--- src/rtl/sjfat_pkg.sv ---
package sjfat_pkg;

	// Capacity of the job store.
	localparam int MAX_JOBS = 512;

	// Fixed field widths.
	localparam int REQ_W = 16;
	localparam int DUR_W = 16;
	localparam int AVG_W = 26;

	// Widths that follow from the capacity.
	localparam int IDX_W = (MAX_JOBS > 1) ? $clog2(MAX_JOBS) : 1;
	localparam int CNT_W = $clog2(MAX_JOBS + 1);
	localparam longint unsigned DUR_MAX = (longint'(1) << DUR_W) - 1;
	localparam longint unsigned REQ_MAX = (longint'(1) << REQ_W) - 1;
	localparam longint unsigned TIME_MAX = REQ_MAX + longint'(MAX_JOBS) * DUR_MAX;
	localparam longint unsigned SUM_MAX = longint'(MAX_JOBS) * TIME_MAX;
	localparam int TIME_W = $clog2(TIME_MAX + 1);
	localparam int SUM_W = $clog2(SUM_MAX + 1);
	localparam int QUO_W = (SUM_W > AVG_W) ? SUM_W : AVG_W;
	localparam int DIV_CNT_W = $clog2(SUM_W + 1);
	localparam longint unsigned AVG_MAX = (longint'(1) << AVG_W) - 1;

	typedef logic [REQ_W-1:0] req_t;
	typedef logic [DUR_W-1:0] dur_t;
	typedef logic [AVG_W-1:0] avg_t;
	typedef logic [IDX_W-1:0] idx_t;
	typedef logic [CNT_W-1:0] cnt_t;
	typedef logic [TIME_W-1:0] time_t;
	typedef logic [SUM_W-1:0] sum_t;

	// One stored job.
	typedef struct packed {
		logic done;
		req_t req;
		dur_t dur;
	} entry_t;

	// Commands from the controller to the datapath.
	typedef struct packed {
		logic load;
		logic sched_init;
		logic scan_init;
		logic scan_step;
		logic decide;
		logic div_load;
		logic div_step;
		logic emit;
	} cmd_t;

	// Status from the datapath to the controller.
	typedef struct packed {
		logic scan_done;
		logic last_pick;
		logic div_done;
		logic out_free;
	} sts_t;

endpackage

--- src/rtl/sjfat_ctrl.sv ---
module sjfat_ctrl (
	input  logic             clk,
	input  logic             arst_n,
	input  logic             in_valid,
	input  logic             in_last,
	output logic             in_ready,
	input  sjfat_pkg::sts_t  sts,
	output sjfat_pkg::cmd_t  cmd
);

	typedef enum logic [5:0] {
		ST_LOAD     = 6'b000001,
		ST_SCAN     = 6'b000010,
		ST_DECIDE   = 6'b000100,
		ST_DIV_LOAD = 6'b001000,
		ST_DIVIDE   = 6'b010000,
		ST_EMIT     = 6'b100000
	} state_t;

	state_t state_q;
	state_t state_d;
	logic   accept;

	assign in_ready = (state_q == ST_LOAD);
	assign accept   = in_valid && in_ready;

	// Commands decoded from the state and the status.
	always_comb begin
		cmd            = '0;
		cmd.load       = accept;
		cmd.sched_init = accept && in_last;
		cmd.scan_init  = (accept && in_last) || ((state_q == ST_DECIDE) && !sts.last_pick);
		cmd.scan_step  = (state_q == ST_SCAN) && !sts.scan_done;
		cmd.decide     = (state_q == ST_DECIDE);
		cmd.div_load   = (state_q == ST_DIV_LOAD);
		cmd.div_step   = (state_q == ST_DIVIDE) && !sts.div_done;
		cmd.emit       = (state_q == ST_EMIT) && sts.out_free;
	end

	// Next state.
	always_comb begin
		state_d = state_q;
		unique case (state_q)
			ST_LOAD: begin
				if (accept && in_last) begin
					state_d = ST_SCAN;
				end
			end
			ST_SCAN: begin
				if (sts.scan_done) begin
					state_d = ST_DECIDE;
				end
			end
			ST_DECIDE: begin
				state_d = sts.last_pick ? ST_DIV_LOAD : ST_SCAN;
			end
			ST_DIV_LOAD: begin
				state_d = ST_DIVIDE;
			end
			ST_DIVIDE: begin
				if (sts.div_done) begin
					state_d = ST_EMIT;
				end
			end
			ST_EMIT: begin
				if (sts.out_free) begin
					state_d = ST_LOAD;
				end
			end
			default: begin
				state_d = ST_LOAD;
			end
		endcase
	end

	always_ff @(posedge clk or negedge arst_n) begin
		if (!arst_n) begin
			state_q <= ST_LOAD;
		end else begin
			state_q <= state_d;
		end
	end

endmodule

--- config.mk ---
export PLATFORM = sky130hd
export DESIGN_NAME = sjfat_ctrl
export DESIGN_NICKNAME = d
export VERILOG_FILES = /design/src/rtl/sjfat_pkg.sv /design/src/rtl/sjfat_ctrl.sv
export SDC_FILE = /design/constraint.sdc
export NUM_CORES = 1
export LEC_CHECK = 0
export ABC_AREA = 1
export BUFFER_PORTS_ARGS = -buffer_cell sky130_fd_sc_hd__buf_2
export CORE_AREA = 2 2 39 41
export DETAILED_ROUTE_END_ITERATION = 8
export DIE_AREA = 0 0 41 43
export GPL_ROUTABILITY_DRIVEN = 0
export HOLD_SLACK_MARGIN = 0.06
export SETUP_SLACK_MARGIN = 0.02
export SYNTH_ARGS = -nofsm -noshare
export SYNTH_HDL_FRONTEND = slang
export SYNTH_SLANG_ARGS = --single-unit
--- constraint.sdc ---
create_clock -name clk -period 1.3 [get_ports clk]
set_input_delay 0.13 -clock clk [delete_from_list [all_inputs] [get_ports clk]]
set_output_delay 0.13 -clock clk [all_outputs]
set_load 0.01 [all_outputs]
==> results.yml <==
run_status:
  status: "complete, but fails checks"
  violations: "setup timing"
timing:
  fin_crit_sh_pct: 119
  whs_ps: 109
  drv_slew: 0
  rsz0062_at_grt: "true"
  fmax_ghz: 0.648
  min_period_ps: 1540
  slew_headroom_pct: 85.4
  fin_worst_skew_ps: 6.27
  hold_violations: 0
  setup_viol: 12
  worst_pin_slew_ps: 219
  fin_ws_ps: -243
  fin_setup_tns_ps: -1400
yosys:
  ys_types: 16
  synth_seq_area_share_pct: 34.3
  ys.flop_type: "dfrtp_1"
  ys_ff_latch: 6
  yosys-top-cells-area: "dfrtp_1, inv_1, nor2_1"
  syn_avg_cell_area_um2: 6.69
  synth_cells: 66
  synth-async-reset-ratio_pct: 100
  synth_common_cells: "inv_1, nor2_1, nand2_1, nand3_1, dfrtp_1"
  synth.cell_area_um2: 442
  yosys_warnings: 0
  synth.most_common_cell: "inv_1"
  synth_top_area_share_pct: 28.3
  synth_edf_count: 0
  synthesis.nets: 74
  synth.largest_area_cell: "dfrtp_1"
grt:
  grt_pass1_wl_um: 1700
  antenna_found_initial: 0
  grt_pass1_vias: 408
  grt-ovfl-total: 0
  grt_use_total_pct: 14.6
  grt_max_degree: 7
critical_path:
  worstPathRequired_ps: 1170
  cpLargestDelayFamily: "flip-flops"
  r2r_start: "state_q[0]$_DFFE_PN1P_"
  worstPathMaxFanout: 3
  start_kind: "register"
  arrival_ps: 1410
  crit_path_top_delay_cell: "dfstp_2"
  timing.rr.end: "state_q[5]$_DFFE_PN0P_"
  worstSetupPathType: "register to output port"
  r2r_setup_slack_ps: -140
  slowest_delay_ps: 530
  crit_buf_inv: 2
  ff2ff_path_depth: 8
  crit_chain: "inv_2 > nor2_2 > nand3_2 > nor2_4 > nand2_2 > nand2_1 > buf_2"
  endpoint_kind: "output port"
power:
  clock_power_share_pct: 20.7
  comb_power_share_pct: 53.0
  seq_power_share_pct: 26.3
  intPower_mw: 0.584
  p_per_area_nw_per_um2: 1330
  ir_worst_vdd_mv: 0.602
  leakagePower_nw: 0.473
  p_switching_mw: 0.387
  switching_share_pct: 39.8
final_layout:
  fin_cells: 113
  n_antenna_cell: 0
  drive_above_1_share_pct: 53.6
  largest_reg_flops: 6
  fillers: 145
  finalNetCount: 106
  top_regs: "state_q: 6 flops"
  design_area_um2: 729
  regMostFlops: "state_q"
  area_delta_synth_final_pct: 65.2
drt:
  routed_via_density: 4.34
  ant_nets: 0
  first_pass_iters: 4
  drt-total-wl_um: 1190
  drt_drc_violations_left: 0
  drtIter0Drc: 10
  vias: 490
  wl_per_cell_um: 10.5
clock_network:
  clk_pin_slew_ps: 50
  cts.path.max_buffers: 2
  cts-buffers-inserted: 3
  cts.htree.levels: 1
  clock_latency_ps: 260
  cts_tree: "built"
  clock_sinks: 6
  clock-root-buffer: "clkbuf_4"
hold_path:
  hold_path.startpoint: "sts[2]"
  holdPathEnd: "state_q[3]$_DFFE_PN0P_"
  holdPathStages: 3
  min_path_type: "primary input to register"
floorplan:
  fp-row-count: 14
  die_x_um: 41
  coreArea_um2: 1380
  io_pins: 17
  fp.dieArea_um2: 1760
  start_util_pct: 31.9
  die_y_um: 43
placed_design:
  port_buffers: 16
  placed_cell_area_um2: 542
  dp_hpwl_um: 760
  dp.cells: 98
job:
  max_cap_violations: 0
## routing by layer
layer | global-route usage [%] | up-vias | routed length, um
met5 | 0 | - | 0
met4 | 8.00 | 0 | 15
met3 | 3.14 | 2 | 79
met2 | 21.3 | 20 | 603
met1 | 19.2 | 212 | 489
li1 | - | 256 | -
## per-stage QoR
step | power [mW] | setup slack (ps) | utilization (%)
finish | 0.971 | -243 | 52.7
CTS | 0.843 | -222 | 46.7
global placement | 0.567 | 6.73 | 39.2
detailed placement | 0.573 | 11.3 | 39.2
global route | 1.04 | -326 | 52.7
floorplan | 0.489 | 117 | -
## layout by cell type, fill, tap and decap left out, types with 2 or more instances in the layout
cell type,Yosys,routed
buf_4,1,8
inv_1,18,16
inv_2,2,4
nand2_1,8,7
buf_6,0,5
nand4_1,2,2
nor2_1,10,7
dfrtp_1,5,5
nand2_2,3,4
nor2_4,3,5
nand3_2,1,2
buf_2,0,14
clkbuf_4,0,3
nor2_2,2,3
nand3_1,7,5
## tightest hold or removal path, stage by stage
cell and delay [ps]:
buf_2 100, inv_1 60, nor2_1 40
## power groups by stage
stage	clock network, mW	registers [mW]	logic [mW]
2_1_floorplan	0	0.251	0.238
3_3_place_gp	0	0.252	0.315
3_5_place_dp	0	0.255	0.319
4_1_cts	0.201	0.255	0.386
5_1_grt	0.217	0.258	0.568
6_report	0.201	0.255	0.515
## cells by family after synthesis
| logic type | share of synthesized area, % |
|---|---|
| flip-flops | 34.3 |
| AND/OR/NAND/NOR | 44.2 |
| AO/OA/AOI/OAI | 2.83 |
| buffers and inverters | 18.7 |
## worst max-delay path by stage
stage                                       from  cells past startpoint                      to  slack [ps]
after floorplan           state_q[0]$_DFFE_PN1P_                      7  state_q[5]$_DFFE_PN0P_         120
after global placement    state_q[0]$_DFFE_PN1P_                      7                  cmd[5]           7
after detailed placement  state_q[0]$_DFFE_PN1P_                      7                  cmd[5]          10
after CTS                 state_q[1]$_DFFE_PN0P_                      6                  cmd[5]        -220
after global routing      state_q[0]$_DFFE_PN1P_                      7                  cmd[5]        -330
final                     state_q[0]$_DFFE_PN1P_                      7                  cmd[5]        -240
## final cells by class
class / instances / area, um^2 / share of cell area [%]
clock buffers: 4 / 26.3 / 3.60
well taps: 16 / 20.0 / 2.74
multi-input cells: 39 / 260 / 35.7
flip-flops and latches: 6 / 151 / 20.8
inverters: 20 / 75.1 / 10.3
repair buffers: 28 / 196 / 26.9
## what timing repair did
item                                    in CTS  in global routing
hold buffers                                 1                  0
endpoints found under the setup margin      10                 12
buffers inserted                             6                  4
pin swaps                                    3                  7
hold endpoints to repair                     6                  0
resized for setup                            7                 12
No activity file was read; power rests on OpenSTA's default activity.
